[src/rtl/tmh_pkg.sv]
// tmh_pkg: shared codes, field widths and the controller/datapath
// command and status structs for the timer min-heap unit
// no dependencies
`timescale 1ns / 1ps

package tmh_pkg;

  localparam int OP_W     = 3;
  localparam int ID_W     = 10;
  localparam int TO_W     = 24;
  localparam int KIND_W   = 2;
  localparam int WAIT_W   = 25;
  localparam int STATUS_W = 2;

  localparam logic [OP_W-1:0] OP_ADD    = 3'd0;
  localparam logic [OP_W-1:0] OP_ADJUST = 3'd1;
  localparam logic [OP_W-1:0] OP_FIRE   = 3'd2;
  localparam logic [OP_W-1:0] OP_TICK   = 3'd3;
  localparam logic [OP_W-1:0] OP_QUERY  = 3'd4;
  localparam logic [OP_W-1:0] OP_CLEAR  = 3'd5;

  localparam logic [KIND_W-1:0] KIND_STATUS = 2'd0;
  localparam logic [KIND_W-1:0] KIND_EXPIRE = 2'd1;
  localparam logic [KIND_W-1:0] KIND_WAIT   = 2'd2;

  localparam logic [STATUS_W-1:0] ST_OK     = 2'd0;
  localparam logic [STATUS_W-1:0] ST_FULL   = 2'd1;
  localparam logic [STATUS_W-1:0] ST_ABSENT = 2'd2;

  localparam logic [WAIT_W-1:0] WAIT_EMPTY = 25'h1FF_FFFF;
  localparam logic [TO_W-1:0]   WAIT_CLAMP = 24'hFF_FFFF;

  // which result the datapath builds on an emit
  localparam logic [2:0] EM_OK     = 3'd0;
  localparam logic [2:0] EM_FULL   = 3'd1;
  localparam logic [2:0] EM_ABSENT = 3'd2;
  localparam logic [2:0] EM_FIRE   = 3'd3;
  localparam logic [2:0] EM_PEND   = 3'd4;
  localparam logic [2:0] EM_WAIT   = 3'd5;

  typedef struct packed {
    logic       take_in;
    logic       init_wr;
    logic       tick;
    logic       clear;
    logic       rd_slot;
    logic       rd_lk;
    logic       ins_begin;
    logic       rst_begin;
    logic       rm_begin;
    logic       rm_load;
    logic       sd_rd_left;
    logic       sd_rd_right;
    logic       sd_move;
    logic       su_rd;
    logic       su_move;
    logic       fin;
    logic       due_rd;
    logic       due_take;
    logic       pend_clr;
    logic       emit;
    logic [2:0] emit_sel;
    logic       emit_last;
  } cmd_t;

  typedef struct packed {
    logic [OP_W-1:0] op;
    logic            in_fire;
    logic            init_done;
    logic            id_ok;
    logic            present;
    logic            full;
    logic            has_left;
    logic            sd_stop;
    logic            moved;
    logic            at_root;
    logic            su_stop;
    logic            rm_sift;
    logic            due_now;
    logic            pend;
    logic            out_free;
  } stat_t;

endpackage

[src/rtl/tmh_ctrl.sv]
// tmh_ctrl: sequencer for lookup, insert, restart, remove and the due sweep
// depends on tmh_pkg; drives the datapath through cmd_t, reads stat_t
`timescale 1ns / 1ps

module tmh_ctrl (
  input  logic           clk,
  input  logic           rst,
  input  tmh_pkg::stat_t stat,
  output tmh_pkg::cmd_t  cmd
);

  localparam logic [3:0] S_INIT  = 4'd0;
  localparam logic [3:0] S_IDLE  = 4'd1;
  localparam logic [3:0] S_DEC   = 4'd2;
  localparam logic [3:0] S_LK1   = 4'd3;
  localparam logic [3:0] S_LK2   = 4'd4;
  localparam logic [3:0] S_RM    = 4'd5;
  localparam logic [3:0] S_SD_L  = 4'd6;
  localparam logic [3:0] S_SD_R  = 4'd7;
  localparam logic [3:0] S_SD_C  = 4'd8;
  localparam logic [3:0] S_SU_R  = 4'd9;
  localparam logic [3:0] S_SU_C  = 4'd10;
  localparam logic [3:0] S_FIN   = 4'd11;
  localparam logic [3:0] S_REPLY = 4'd12;
  localparam logic [3:0] S_DUE   = 4'd13;
  localparam logic [3:0] S_DUE2  = 4'd14;

  logic [3:0] state;
  logic [3:0] state_next;
  logic [3:0] after;

  // where a finished sift or removal returns to
  always_comb begin
    case (stat.op)
      tmh_pkg::OP_ADD, tmh_pkg::OP_ADJUST: after = S_REPLY;
      tmh_pkg::OP_FIRE:                    after = S_IDLE;
      default:                             after = S_DUE;
    endcase
  end

  always_ff @(posedge clk) begin
    if (rst) begin
      state <= S_INIT;
    end else begin
      state <= state_next;
    end
  end

  always_comb begin
    cmd        = '0;
    state_next = state;
    unique case (state)
      S_INIT: begin
        cmd.init_wr = 1'b1;
        if (stat.init_done) state_next = S_IDLE;
      end
      S_IDLE: begin
        cmd.take_in = 1'b1;
        if (stat.in_fire) state_next = S_DEC;
      end
      S_DEC: begin
        case (stat.op)
          tmh_pkg::OP_ADD, tmh_pkg::OP_ADJUST, tmh_pkg::OP_FIRE: begin
            if (!stat.id_ok) begin
              if (stat.out_free) begin
                cmd.emit      = 1'b1;
                cmd.emit_sel  = tmh_pkg::EM_ABSENT;
                cmd.emit_last = 1'b1;
                state_next    = S_IDLE;
              end
            end else begin
              cmd.rd_slot = 1'b1;
              state_next  = S_LK1;
            end
          end
          tmh_pkg::OP_TICK: begin
            cmd.tick   = 1'b1;
            state_next = S_DUE;
          end
          tmh_pkg::OP_QUERY: state_next = S_DUE;
          default: begin
            if (stat.out_free) begin
              cmd.clear     = (stat.op == tmh_pkg::OP_CLEAR);
              cmd.emit      = 1'b1;
              cmd.emit_sel  = tmh_pkg::EM_OK;
              cmd.emit_last = 1'b1;
              state_next    = S_IDLE;
            end
          end
        endcase
      end
      S_LK1: begin
        cmd.rd_lk  = 1'b1;
        state_next = S_LK2;
      end
      S_LK2: begin
        if (stat.present && stat.op != tmh_pkg::OP_FIRE) begin
          cmd.rst_begin = 1'b1;
          state_next    = S_SD_L;
        end else if (stat.present) begin
          if (stat.out_free) begin
            cmd.emit      = 1'b1;
            cmd.emit_sel  = tmh_pkg::EM_FIRE;
            cmd.emit_last = 1'b1;
            cmd.rm_begin  = 1'b1;
            state_next    = S_RM;
          end
        end else if (stat.op == tmh_pkg::OP_ADD && !stat.full) begin
          cmd.ins_begin = 1'b1;
          state_next    = S_SU_R;
        end else if (stat.out_free) begin
          cmd.emit      = 1'b1;
          cmd.emit_sel  = (stat.op == tmh_pkg::OP_ADD) ? tmh_pkg::EM_FULL
                                                       : tmh_pkg::EM_ABSENT;
          cmd.emit_last = 1'b1;
          state_next    = S_IDLE;
        end
      end
      S_RM: begin
        if (stat.rm_sift) begin
          cmd.rm_load = 1'b1;
          state_next  = S_SD_L;
        end else begin
          state_next = after;
        end
      end
      S_SD_L: begin
        if (stat.has_left) begin
          cmd.sd_rd_left = 1'b1;
          state_next     = S_SD_R;
        end else begin
          state_next = stat.moved ? S_FIN : S_SU_R;
        end
      end
      S_SD_R: begin
        cmd.sd_rd_right = 1'b1;
        state_next      = S_SD_C;
      end
      S_SD_C: begin
        if (stat.sd_stop) begin
          state_next = stat.moved ? S_FIN : S_SU_R;
        end else begin
          cmd.sd_move = 1'b1;
          state_next  = S_SD_L;
        end
      end
      S_SU_R: begin
        if (stat.at_root) begin
          state_next = S_FIN;
        end else begin
          cmd.su_rd  = 1'b1;
          state_next = S_SU_C;
        end
      end
      S_SU_C: begin
        if (stat.su_stop) begin
          state_next = S_FIN;
        end else begin
          cmd.su_move = 1'b1;
          state_next  = S_SU_R;
        end
      end
      S_FIN: begin
        cmd.fin    = 1'b1;
        state_next = after;
      end
      S_REPLY: begin
        if (stat.out_free) begin
          cmd.emit      = 1'b1;
          cmd.emit_sel  = tmh_pkg::EM_OK;
          cmd.emit_last = 1'b1;
          state_next    = S_IDLE;
        end
      end
      S_DUE: begin
        cmd.due_rd = 1'b1;
        state_next = S_DUE2;
      end
      S_DUE2: begin
        if (stat.pend) begin
          if (stat.out_free) begin
            cmd.emit      = 1'b1;
            cmd.emit_sel  = tmh_pkg::EM_PEND;
            cmd.emit_last = (stat.op == tmh_pkg::OP_TICK) && !stat.due_now;
            cmd.pend_clr  = 1'b1;
          end
        end else if (stat.due_now) begin
          cmd.due_take = 1'b1;
          cmd.rm_begin = 1'b1;
          state_next   = S_RM;
        end else if (stat.op == tmh_pkg::OP_QUERY) begin
          if (stat.out_free) begin
            cmd.emit      = 1'b1;
            cmd.emit_sel  = tmh_pkg::EM_WAIT;
            cmd.emit_last = 1'b1;
            state_next    = S_IDLE;
          end
        end else begin
          state_next = S_IDLE;
        end
      end
      default: state_next = S_IDLE;
    endcase
  end

endmodule

[config.mk]
export PLATFORM = sky130hd
export DESIGN_NAME = tmh_ctrl
export DESIGN_NICKNAME = d
export VERILOG_FILES = /design/src/rtl/tmh_pkg.sv /design/src/rtl/tmh_ctrl.sv
export SDC_FILE = /design/constraint.sdc
export NUM_CORES = 1
export LEC_CHECK = 0
export BUFFER_PORTS_ARGS = -buffer_cell sky130_fd_sc_hd__buf_2
export CAP_MARGIN = 25
export CORE_ASPECT_RATIO = 0.9
export CORE_MARGIN = 3
export CORE_UTILIZATION = 50
export DETAILED_ROUTE_END_ITERATION = 10
export PLACE_DENSITY = 0.83
export SETUP_SLACK_MARGIN = 0.5
export SLEW_MARGIN = 40
export SYNTH_ARGS = -nofsm -noshare
export SYNTH_HDL_FRONTEND = slang
export SYNTH_SLANG_ARGS = --single-unit
export TNS_END_PERCENT = 50
[constraint.sdc]
create_clock -name clk -period 3.31 [get_ports clk]
set_input_delay 0.331 -clock clk [delete_from_list [all_inputs] [get_ports clk]]
set_output_delay 0.331 -clock clk [all_outputs]
set_load 0.02 [all_outputs]
== Yosys cells after proc, flatten, opt, wreduce, memory -nomap -nowiden ==
Cells that the tools add are included.

* Memory bits (read-only): 0
* Bits in registers: 4
* Memories kept: 0
* Output and inout port bits: 24
* Input bits: 19
* Bits in latches: 0
* Memory bits (writable): 0
* Logic and storage cells: 108

* Shift operators: 0
* Equality and inequality tests: 24
* Multipliers: 0
* Bitwise operators: 0
* $lt $le $gt $ge: 0
* Div/mod/pow operators: 0
* Reduce and logical (&&, ||, !) cells: 12
* Add/sub/neg operators: 0
* Multiplexer cells: 71

{| class="wikitable"
|+ Operator list
! cell !! number
|-
| 5-bit two-way mux || 12
|-
| 4-bit case mux with 15 select lines || 1
|-
| 4-bit two-way mux || 14
|-
| 1-bit two-way mux || 32
|-
| 4-bit equality test, second input constant || 7
|-
| 5-bit case mux with 4 select lines || 1
|-
| 4-bit by 3-bit equality test with 1-bit output, second input constant || 4
|-
| 4-bit case mux with 2 select lines || 2
|-
| 2-bit two-way mux || 5
|-
| 5-bit case mux with 2 select lines || 1
|-
| 4-bit by 2-bit equality test with 1-bit output, second input constant || 2
|-
| 3-bit by 2-bit equality test with 1-bit output, second input constant || 2
|-
| 3-bit equality test, second input constant || 2
|-
| 6-bit two-way mux || 1
|-
| 2-bit != test, second input constant || 3
|-
| 5-bit OR reduction || 1
|-
| 4-bit by 1-bit equality test with 1-bit output, second input constant || 1
|-
| 4-bit zero test || 1
|-
| 4-bit != test, second input constant || 1
|-
| 4-bit AND reduction || 1
|-
| 2-bit OR reduction || 2
|-
| 3-bit by 1-bit equality test with 1-bit output, second input constant || 1
|-
| 1-bit logical AND || 3
|-
| 3-bit zero test || 1
|-
| other kinds (5) || 6
|}

== Longest topological paths before layout ==
Gate-level depths: netlist (run 1).

* Depth in word-level cells: 7
* Gate-level depth with buffers: 7
* Gate-level depth less buffers: 5

== Worst setup path after synthesis (run 1) ==
Ideal clock, no wire load.

* Path kind: reg-to-output
* From: register state[1]
* To: output port cmd[19] (netlist name)
* Path slack: 0.895 ns
* Data required time: 2.979 ns
* Stages on the path, launching flop included: 5
* Buffers on the path: 1
* Arrival time: 2.084 ns
* Path through: dfxtp_1 > clkbuf_1 > nor2b_1 > nand2_1 > a2111oi_0

{| class="wikitable"
|+ RTL lines
! item !! line !! text
|-
| start: declaration || tmh_ctrl.sv:28 || <nowiki>logic [3:0] state;</nowiki>
|-
| start signal: assignment || tmh_ctrl.sv:45 || <nowiki>state <= state_next;</nowiki>
|-
| end: declaration || tmh_ctrl.sv:9 || <nowiki>output tmh_pkg::cmd_t cmd</nowiki>
|}

==> metrics.md, run 1 <==
| Metric | Value |
|---|---|
| Post-CTS setup buffer count | 0 |
| Final ANT Viol Nets | 0 |
| Sw Pwr | approximately 0.00011 W |
| Clk sinks | 4 |
| Post-route total power | 0.000252 W |
| Number of buffers created by CTS | 3 |
| Pwr dens | 208 mW/mm2 |
| Syn_area_per_cell | about 6.3 um2 |
| Starting Density | 0.565 |
| Register area | 82.6 um2 |
| Largest regs | state: 4 flops |
| Final Skew | between 5 and 6 ps |
| Number of flip-flops under the largest register name | 4 |
| Fill count | around 190 |
| Synth Warn # | 0 |
| Worst endpoint data arrival time | about 2200 ps |
| Achievable Freq | between 300 and 400 MHz |
| Die height | between 40 and 50 um |
| Initial DRC Count | approximately 110 |
| DRC viols | 0 |
| Io pins | 43 |
| Outcome | finished clean |
| Leak Pwr | between 0.5 and 0.6 nW |
| Initial antenna violation count | 0 |
| Number of buffers added on ports | 42 |
| Final core utilization | 0.677 |
| Worst path required time | 2980 ps |
| Total GRT Usage | 0.273 |
| Htree depth | 1 |
| Switching Fraction | 0.451 |
| Area of the mapped netlist | roughly 0.0010 mm2 |
| Area of the multi-input gates | ~830 um2 |
| Pre-antenna DRT Iters | 5 |
| Final setup viols | 0 |
| Hold slack | 283 ps |
| Via Count | 1401 |
| Core Area | 0.00179 mm2 |
| Crit-path max FO | 23 |
| Via density | 6.52 |
| Gate Count Post-Synth | 160 |
| #FFs+latches synth | 4 |
| Row count | 14 |
| Skew-Pair Late Insertion Delay | about 240 ps |
| Hold Fails Final Rpt | 0 |
| Post-synth cell types | a little over 40 |
| Area leader, netlist | dfxtp_1 |
| Final Max Tran Viols | 0 |
| Ys flop type | dfxtp_1 |
| Area grow syn2layout | 19.8% |
| Nets@finish | 212 |
| CTS Hold Bufs | 0 |
| Max Cap Viol | 0 |
| Fraction of layout cells with a size suffix above 1 | 0.283 |
| Worst Hold Depth | 2 |
| Final worst slack | 783 ps |
| DIE AREA | ~0.0026 mm2 |
| Yosys top cell area share | 0.0793 |
| R2R depth | 5 |
| EDFF count, synth | 0 |
| CTS tree | yes |
| RSZ-0062 raised after global routing | no |
| Vias in the first global route | 1148 |
| Area contributors post-synth | dfxtp_1 (7.9%), nor2_1 (7.1%), o21ai_0 (6.4%) |
| Clock power share | 0.250 |
| Critical path class | register to output port |
| Final period utilization | 0.763 |
| Syn Nets | 179 |
| Fin crit period | approximately 2500 ps |
| WL/cell | ~16 um |
| Largest net degree at the start of global routing | 26 |
| Worst-Margin Slew | slightly above 600 ps |
| Pre-CTS setup slack | a little under 900 ps |
| Seq pwr share | 0.286 |
| Diodes inserted | 0 |
| Combinational power share | 0.465 |
| CTS root buffer | clkbuf_4 |
| Worst Hold Class | input pin to register |
| Width of the die | around 53 um |
| Sequential area share after synthesis | 0.0793 |
| Setup TNS | 0 ps |
| GPL Wtd Cong | just over 0.9 |
| Largest register by flop count | state |
| Int Pwr | between 0.0001 and 0.00015 W |
| CP startpoint kind | register |
| HPWL after detailed placement | about 2700 um |
| Clock buffer depth | 2 |
| Fraction of registers with async set/reset | 0 |
| Clock input transition at the sequential cells of the worst setup and hold paths | around 40 ps |
| VDD IR max | between 0.0003 and 0.0004 V |
| Worst setup EP type | output port |
| Total grt overflow | 0 |
| Final WL | between 3000 and 4000 um |
| Slew Limit Headroom | 0.583 |
| First-pass GRT wire length | 5550 um |
==> final cells by class <==
class,instances,share of cell area
multi-input combinational,134,0.687
timing repair buffer,43,0.180
inverter,7,0.0217
sequential,4,0.0683
clock buffer,3,0.0186
tap,24,0.0248
==> cell usage in the layout, fill, tap and decap left out, types with 3 or more instances in the layout <==
| cell | synthesis | final |
|---|---|---|
| a2111oi_0 | 4 | 4 |
| a211oi_1 | 4 | 4 |
| a21oi_1 | 6 | 6 |
| a31oi_1 | 5 | 5 |
| and3_1 | 6 | 6 |
| buf_2 | 7 | 42 |
| clkbuf_4 | 0 | 3 |
| inv_1 | 7 | 7 |
| nand2_1 | 14 | 14 |
| nand2b_1 | 6 | 6 |
| nand3_1 | 3 | 3 |
| nor2_1 | 19 | 19 |
| nor2b_1 | 5 | 5 |
| nor3_1 | 9 | 9 |
| o21ai_0 | 13 | 13 |
| o31ai_1 | 3 | 3 |
| or3_1 | 3 | 3 |
==> Yosys cell counts (4+ instances only) <==
library cell and count:
nor2_1 19, a211oi_1 4, clkbuf_1 7, a31oi_1 5, inv_1 7, nand2b_1 6
buf_2 7, a2111oi_0 4, a21oi_1 6, and3_1 6, dfxtp_1 4, o21ai_0 13
nor3_1 9, nand2_1 14, nor2b_1 5
==> what timing repair did <==
item | in CTS | in global routing
gates resized for setup | 0 | 1
setup endpoints to repair | 0 | 4
endpoints found under the hold margin | 0 | 0
==> worst max-delay path, stage by stage, from the launching register on <==
cell and delay [ps]:
dfxtp_2 550, nor2b_1 410, nand2_1 180, a211oi_1 370
o21ai_0 160, o31ai_1 90, buf_2 200
==> worst paths after layout <==
check / start / to / slack (ps)
min reg2reg: state[0] / state[0] / 700
max: state[2] / cmd[1] / 780
max reg2reg: state[3] / state[0] / 1130
min: rst / state[0] / 280
==> metrics by stage <==
stage               std cells  cell area [um2]
finish                    215             1210
global route              215             1210
CTS                       215             1210
detailed placement        212             1180
global placement          212             1180
floorplan                 160             1010
==> kinds of logic after synthesis <==
family,synth area share
buf+inv,0.0979
compound gates,0.369
flops,0.0793
mux,0.0310
simple gates,0.423
==> routing by layer <==
metal / up-vias / share of wire / GRT usage
met2: 92 / 0.45 / 0.386
met3: 2 / 0.097 / 0.0368
met4: 0 / 0.00057 / 0.0255
li1: 670 / - / -
met1: 637 / 0.45 / 0.440
met5: - / 0 / 0
==> power by group through the flow <==
stage	Clock, W	Combinational (W)	Sequential, W
2_1_floorplan	0	0.0000958	0.0000538
3_3_place_gp	0	0.000112	0.0000707
3_5_place_dp	0	0.000115	0.0000713
4_1_cts	0.0000649	0.000115	0.0000705
5_1_grt	0.0000700	0.000128	0.0000744
6_report	0.0000628	0.000117	0.0000719
No activity file was read; power rests on OpenSTA's default activity.
==> inputs of run 2 (changes only) <==
--- a/config.mk
+++ b/config.mk
@@ -9,9 +9,9 @@
 export CAP_MARGIN = 25
 export CORE_ASPECT_RATIO = 0.9
 export CORE_MARGIN = 3
-export CORE_UTILIZATION = 50
+export CORE_UTILIZATION = 43
 export DETAILED_ROUTE_END_ITERATION = 10
-export PLACE_DENSITY = 0.83
+export PLACE_DENSITY = 0.76
 export SETUP_SLACK_MARGIN = 0.5
 export SLEW_MARGIN = 40
 export SYNTH_ARGS = -nofsm -noshare
==> constraint.sdc (replaced) <==
create_clock -name clk -period 2.3 [get_ports clk]
set_input_delay 0.23 -clock clk [delete_from_list [all_inputs] [get_ports clk]]
set_output_delay 0.23 -clock clk [all_outputs]
set_load 0.02 [all_outputs]
==> run 2 against run 1 <==
  * Critical path depth is the same
  * Wire length grew 37%
  * Sequential cell count is the same
  * Setup slack lost 360 ps
  * Design area grew 34%
  * Global-route usage grew 2.7 points
  * First-iteration DRC count grew 40%
  * Largest cell class unchanged
  * Register-to-register slack lost 650 ps
  * Critical path type unchanged
  * Clock-buffer cell count is the same
  * Via count grew 18%
==> metrics.md, run 2 (same netlist as run 1, synthesis figures left out) <==
| Metric | Value |
|---|---|
| Outcome | finished clean |
| RSZ-0062 raised after global routing | yes |
| Clock buffer depth | 2 |
| Skew-Pair Late Insertion Delay | 250 ps |
| Critical path class | register to output port |
| Max stage delay on crit path | about 400 ps |
| Row count | 16 |
| First-pass GRT wire length | between 7000 and 8000 um |
| Finished Layout Cells | 241 |
| Largest regs | state: 4 flops |
| Core Area | 0.00220 mm2 |
| Fraction of layout cells with a size suffix above 1 | 0.467 |
| CTS root buffer | clkbuf_4 |
| Diodes inserted | 0 |
| Final worst slack | 426 ps |
| Cell Chain, Critical Path | nor2b_4, nand2_1, a2111oi_4, a31oi_1, nor2_2, buf_4 |
| Fill count | between 150 and 200 |
| Achievable Freq | ~530 MHz |
| Worst-Margin Slew | a little under 500 ps |
| Final setup viols | 0 |
| Setup TNS | 0 ps |
| Starting Density | 0.459 |
| Final Skew | around 3.7 ps |
| Via Count | 1657 |
| Pwr dens | roughly 280 mW/mm2 |
| Number of buffers created by CTS | 3 |
| Pre-CTS setup slack | 299 ps |
| Crit-path max FO | 13 |
| Worst Hold Class | input pin to register |
| GPL Wtd Cong | about 1 |
| Initial DRC Count | 150 |
| Largest net degree at the start of global routing | 19 |
| HPWL after detailed placement | about 2800 um |
| Pre-antenna DRT Iters | 7 |
| Total GRT Usage | 0.300 |
| Number of buffers added on ports | between 40 and 50 |
| Max Cap Viol | 0 |
| CTS Hold Bufs | 0 |
| CTS tree | yes |
| Number of flip-flops under the largest register name | 4 |
| Via density | approximately 6.9 |
| CP startpoint kind | register |
| DIE AREA | 0.00297 mm2 |
| Vias in the first global route | 1527 |
| Leak Pwr | slightly below 0.7 nW |
| Worst setup EP type | output port |
| WL/cell | 19.8 um |
| Slew Limit Headroom | 0.673 |
| Htree depth | 1 |
| Width of the die | about 57 um |
| Worst path required time | 2070 ps |
| Commonest non-fill, non-tap cell in the layout | buf_2 |
| Initial antenna violation count | 0 |
| Largest register by flop count | state |
| Die height | between 50 and 60 um |
| Slowest cell on crit path | dfxtp_4 |
| Hold Fails Final Rpt | 0 |
| Placed cells | about 220 |
| Total grt overflow | 0 |
| Final ANT Viol Nets | 0 |
| Clk sinks | 4 |
| Area grow syn2layout | 60.3% |
| Final WL | about 4800 um |
| Io pins | 43 |
| VDD IR max | between 0.0003 and 0.0004 V |
| DRC viols | 0 |
| Final Max Tran Viols | 0 |
| Nets@finish | roughly 240 |
| Worst endpoint data arrival time | around 1600 ps |
| Most frequent cells in the layout | buf_2 (36), buf_4 (23), nor2_1 (16) |
| Fin crit period | 1870 ps |
| Final period utilization | 0.815 |
| Clock input transition at the sequential cells of the worst setup and hold paths | around 40 ps |
## run 2: changes by cell type in the layout (fill, tap and decap cells not counted), sizes merged
| cell | change |
|---|---|
| buf | +23 |
## run 2: layer usage
| layer | global-route usage | vias up | part of all wire |
|---|---|---|---|
| li1 | - | 717 | - |
| met1 | 0.355 | 731 | 0.36 |
| met2 | 0.506 | 164 | 0.46 |
| met3 | 0.0496 | 45 | 0.11 |
| met4 | 0.181 | 0 | 0.074 |
| met5 | 0 | - | 0 |
## run 2: critical path, delay by kind of cell (launching register included)
family / cells / cell delay, ps
flip-flops: 1 / 400
buffers and inverters: 1 / 180
AO/OA/AOI/OAI: 2 / 380
AND/OR/NAND/NOR: 3 / 430
## run 2: final cells by class
| type | count | area (um2) | share of cell area |
|---|---|---|---|
| Multi-Input combinational cell | 134 | 991 | 0.612 |
| Sequential cell | 4 | 92.6 | 0.0572 |
| Clock buffer | 3 | 22.5 | 0.0139 |
| Timing Repair Buffer | 66 | 453 | 0.280 |
| Inverter | 7 | 26.3 | 0.0162 |
| Tap cell | 27 | 33.8 | 0.0209 |
## run 2: where the power goes
part           switching, W  total (W)  internal [W]
registers         0.0000195  0.0000941     0.0000746
clock network     0.0000360  0.0000949     0.0000589
logic              0.000155   0.000272      0.000116
## run 2: path summary, 6_finish.rpt
path,startpoint,cells past startpoint,slack [ps],end
setup / recovery,state[0],6,430,cmd[2]
hold reg to reg,state[0],2,630,state[0]
setup reg to reg,state[1],6,480,state[1]
hold / removal,rst,2,170,state[0]
## run 2: stage by stage
| stage | total power, W | util | hold WS [ps] | cell area, um2 |
|---|---|---|---|---|
| final | 0.000461 | 0.735 | 166 | 1620 |
| after global routing | 0.000486 | 0.735 | 162 | 1620 |
| after CTS | 0.000418 | 0.688 | 178 | 1520 |
| after detailed placement | 0.000284 | 0.573 | 429 | 1260 |
| after global placement | 0.000280 | 0.573 | 424 | 1260 |
| after floorplan | 0.000217 | - | 302 | 1030 |
## run 2: timing repair
item	4_1_cts	5_1_grt
endpoints found under the setup margin	22	10
pin swaps	8	4
resized for setup	45	13
buffers inserted	11	5
hold endpoints to repair	0	0
==> inputs of run 3 (changes only) <==
--- a/config.mk
+++ b/config.mk
@@ -9,9 +9,9 @@
 export CAP_MARGIN = 25
 export CORE_ASPECT_RATIO = 0.9
 export CORE_MARGIN = 3
-export CORE_UTILIZATION = 43
+export CORE_UTILIZATION = 48
 export DETAILED_ROUTE_END_ITERATION = 10
-export PLACE_DENSITY = 0.76
+export PLACE_DENSITY = 0.8
 export SETUP_SLACK_MARGIN = 0.5
 export SLEW_MARGIN = 40
 export SYNTH_ARGS = -nofsm -noshare
==> constraint.sdc (replaced) <==
create_clock -name clk -period 1.9 [get_ports clk]
set_input_delay 0.19 -clock clk [delete_from_list [all_inputs] [get_ports clk]]
set_output_delay 0.19 -clock clk [all_outputs]
set_load 0.02 [all_outputs]
==> run 3 against run 2 <==
  * The flow now stops in clock tree synthesis
  * Synthesized cell count stayed put
  * Area after synthesis stayed put
==> metrics.md, run 3 <==
| Metric | Value |
|---|---|
| Stop err | [ERROR DPL-0033] detailed placement checks failed during check placement. |
| Sequential area share after synthesis | 0.0793 |
| Area contributors post-synth | dfxtp_1 (7.9%), nor2_1 (7.1%), o21ai_0 (6.4%) |
| Resized cells post-CTS | 59 |
| HPWL after detailed placement | about 3200 um |
| Clk sinks | 4 |
| Area leader, netlist | dfxtp_1 |
| Syn_area_per_cell | 6.31 um2 |
| Starting Density | 0.517 |
| Htree depth | 1 |
| Die height | slightly below 50 um |
| Outcome | aborted with a tool error |
| Gate Count Post-Synth | 160 |
| Clock buffer depth | 2 |
| Fraction of registers with async set/reset | 0 |
| Syn Nets | between 150 and 200 |
| GPL Wtd Cong | 1.03 |
| Failed at | clock tree synthesis |
| Area of the mapped netlist | between 0.001 and 0.0015 mm2 |
| Count leader, synth | nor2_1 |
| Top cells by count, synth | nor2_1 (19), nand2_1 (14), o21ai_0 (13) |
| CTS Hold Bufs | 0 |
| EDFF count, synth | 0 |
| Io pins | 43 |
| Width of the die | around 54 um |
| CTS root buffer | clkbuf_4 |
| Synth Warn # | 0 |
| Ys flop type | dfxtp_1 |
| Post-synth cell types | 41 |
| Number of buffers created by CTS | 3 |
| Number of buffers added on ports | 42 |
| Row count | 15 |
| Post-CTS setup buffer count | 21 |
| #FFs+latches synth | 4 |
| Yosys top cell area share | 0.0793 |
run 3: cell counts after synthesis:
Identical to the previous run, type by type.
run 3: logic make-up after synthesis:
group                  after synthesis  share of synthesized area
and+or+nand+nor                     79                      0.423
AOI/OAI and AO/OA                   52                      0.369
buffers and inverters               22                     0.0979
DFF                                  4                     0.0793
muxes                                3                     0.0310
run 3: metrics by stage:
step / instance area [um2] / setup slack (ps) / TNS, ps / instances / hold WS (ps)
floorplan: 1210 / 276 / 0 / 160 / 262
global placement: 1530 / -220 / -246 / 240 / 393
detailed placement: 1530 / -190 / -382 / 240 / 398
==> inputs of run 4 (changes only) <==
--- a/config.mk
+++ b/config.mk
@@ -7,12 +7,10 @@
 export LEC_CHECK = 0
 export BUFFER_PORTS_ARGS = -buffer_cell sky130_fd_sc_hd__buf_2
 export CAP_MARGIN = 25
-export CORE_ASPECT_RATIO = 0.9
-export CORE_MARGIN = 3
-export CORE_UTILIZATION = 48
+export CORE_AREA = 3 3 64 66
 export DETAILED_ROUTE_END_ITERATION = 10
-export PLACE_DENSITY = 0.8
-export SETUP_SLACK_MARGIN = 0.5
+export DIE_AREA = 0 0 67 69
+export PLACE_DENSITY_LB_ADDON = 0.15
 export SLEW_MARGIN = 40
 export SYNTH_ARGS = -nofsm -noshare
 export SYNTH_HDL_FRONTEND = slang
==> run 4 against run 3 <==
  * The run now ends clean
==> metrics.md, run 4 (same netlist as run 1, synthesis figures left out) <==
| Metric | Value |
|---|---|
| CTS Hold Bufs | 0 |
| Via density | roughly 5.4 |
| Reg2Reg Launch Point | state[2] |
| Clock input transition at the sequential cells of the worst setup and hold paths | ~30 ps |
| Area of the multi-input gates | around 950 um2 |
| Outcome | finished clean |
| R2R depth | 8 |
| Commonest non-fill, non-tap cell in the layout | buf_4 |
| Area grow syn2layout | 70.6% |
| VDD IR max | ~0.00015 V |
| Clock buffer depth | 2 |
| Final core utilization | 0.474 |
| Largest register by flop count | state |
| Cell Chain, Critical Path | buf_6, buf_4, or3_4, or3_4, a32oi_2, o31ai_1, buf_2 |
| Crit-path max FO | 6 |
| Worst path most repeated cell | or3_4 |
| Skew-Pair Late Insertion Delay | 210 ps |
| Core Area | roughly 0.0036 mm2 |
| Worst path required time | about 1700 ps |
| Nets@finish | 253 |
| Hold Fails Final Rpt | 0 |
| Final Skew | 0.941 ps |
| Largest net degree at the start of global routing | 16 |
| Critical path class | input pin to output port |
| Max stage delay on crit path | roughly 400 ps |
| Worst Hold Class | input pin to register |
| Pre-antenna DRT Iters | 4 |
| Final ANT Viol Nets | 0 |
| Final setup viols | 0 |
| Final Max Tran Viols | 0 |
| RSZ-0062 raised after global routing | no |
| DRC viols | 0 |
| Worst Hold Depth | 2 |
| Critical path endpoint | cmd[0] |
| Slew Limit Headroom | 0.647 |
| HPWL after detailed placement | approximately 3500 um |
| Max Cap Viol | 0 |
| Fin crit period | about 1800 ps |
| Leak Pwr | about 0.75 nW |
| Total grt overflow | 0 |
| Starting Density | 0.278 |
| Fill count | roughly 400 |
| Most frequent cells in the layout | buf_4 (43), buf_2 (37), nor2_1 (17) |
| WL/cell | 15.9 um |
| Initial antenna violation count | 0 |
| Fin area | 0.00172 mm2 |
| DIE AREA | about 0.0046 mm2 |
| Number of buffers added on ports | 42 |
| Final WL | about 4400 um |
| Number of buffers created by CTS | 3 |
| CP top delay family | simple AND/OR/NAND/NOR gates |
| Buffers and inverters on the worst path | 3 |
| Die height | between 60 and 70 um |
| Pwr dens | around 360 mW/mm2 |
| Fraction of layout cells with a size suffix above 1 | 0.500 |
| Clk sinks | 4 |
| Worst setup EP type | output port |
| Setup TNS | 0 ps |
| Final period utilization | 0.968 |
| Largest regs | state: 4 flops |
| WP depth | 7 |
| Initial DRC Count | about 120 |
| Number of flip-flops under the largest register name | 4 |
| Total GRT Usage | 0.188 |
| Worst reg2reg endpoint | state[0] |
| CTS root buffer | clkbuf_8 |
| Worst endpoint data arrival time | around 1700 ps |
| Register area | between 90 and 100 um2 |
| Slowest cell on crit path | or3_4 |
| Vias in the first global route | about 1400 |
| Diodes inserted | 0 |
| Worst-Margin Slew | between 500 and 600 ps |
| Row count | 22 |
| Htree depth | 1 |
| GPL Wtd Cong | slightly above 0.9 |
| Achievable Freq | between 500 and 600 MHz |
| CP startpoint kind | input pin |
| CTS tree | yes |
| Via Count | between 1500 and 2000 |
| Worst Setup SP | stat[14] |
| First-pass GRT wire length | ~6900 um |
| Io pins | 43 |
| Width of the die | 67 um |
| R2R setup slack | about 130 ps |
| DP Area | 0.00151 mm2 |
[run 4: worst register-to-register path, delay by kind of cell (launching register included)]
family	cells	cell delay [ps]
flip-flops	1	360
AO/OA/AOI/OAI	3	710
buffers and inverters	3	450
AND/OR/NAND/NOR	2	160
[run 4: per-layer routing]
metal  routed length, um  GRT usage
met1                2000      0.265
met2                2160      0.297
met3                 239     0.0244
met4                  46     0.0450
met5                   0          0
[run 4: timing repair]
item,in CTS,in global routing
setup endpoints to repair,9,11
buffers inserted,1,1
resized for setup,10,33
pin swaps,3,5
[run 4: per-stage QoR]
stage | instances | power [W] | setup WS (ps) | hold WS, ps
3_3_place_gp | 275 | 0.000406 | -236 | 393
5_1_grt | 280 | 0.000659 | 2.78 | 181
6_report | 280 | 0.000619 | 61.1 | 174
4_1_cts | 279 | 0.000594 | -20.9 | 168
2_1_floorplan | 160 | 0.000262 | -87.1 | 262
3_5_place_dp | 275 | 0.000407 | -224 | 400
[run 4: final cells by class]
cell class	instances	share of cell area
Clock buffer	3	0.0240
Inverter	7	0.0153
Multi-Input combinational cell	134	0.553
Sequential cell	4	0.0523
Tap cell	48	0.0349
Timing Repair Buffer	84	0.321
[run 4: worst min-delay path by stage]
| stage | to | startpoint |
|---|---|---|
| floorplan | state[0] | rst |
| global placement | state[0] | rst |
| detailed placement | state[0] | rst |
| CTS | state[0] | rst |
| global route | state[0] | rst |
| finish | state[0] | rst |
[run 4: power breakdown]
group	switching (W)	internal [W]	total [W]
registers	0.0000124	0.0000898	0.000102
clock network	0.0000421	0.000135	0.000177
logic	0.000186	0.000154	0.000340
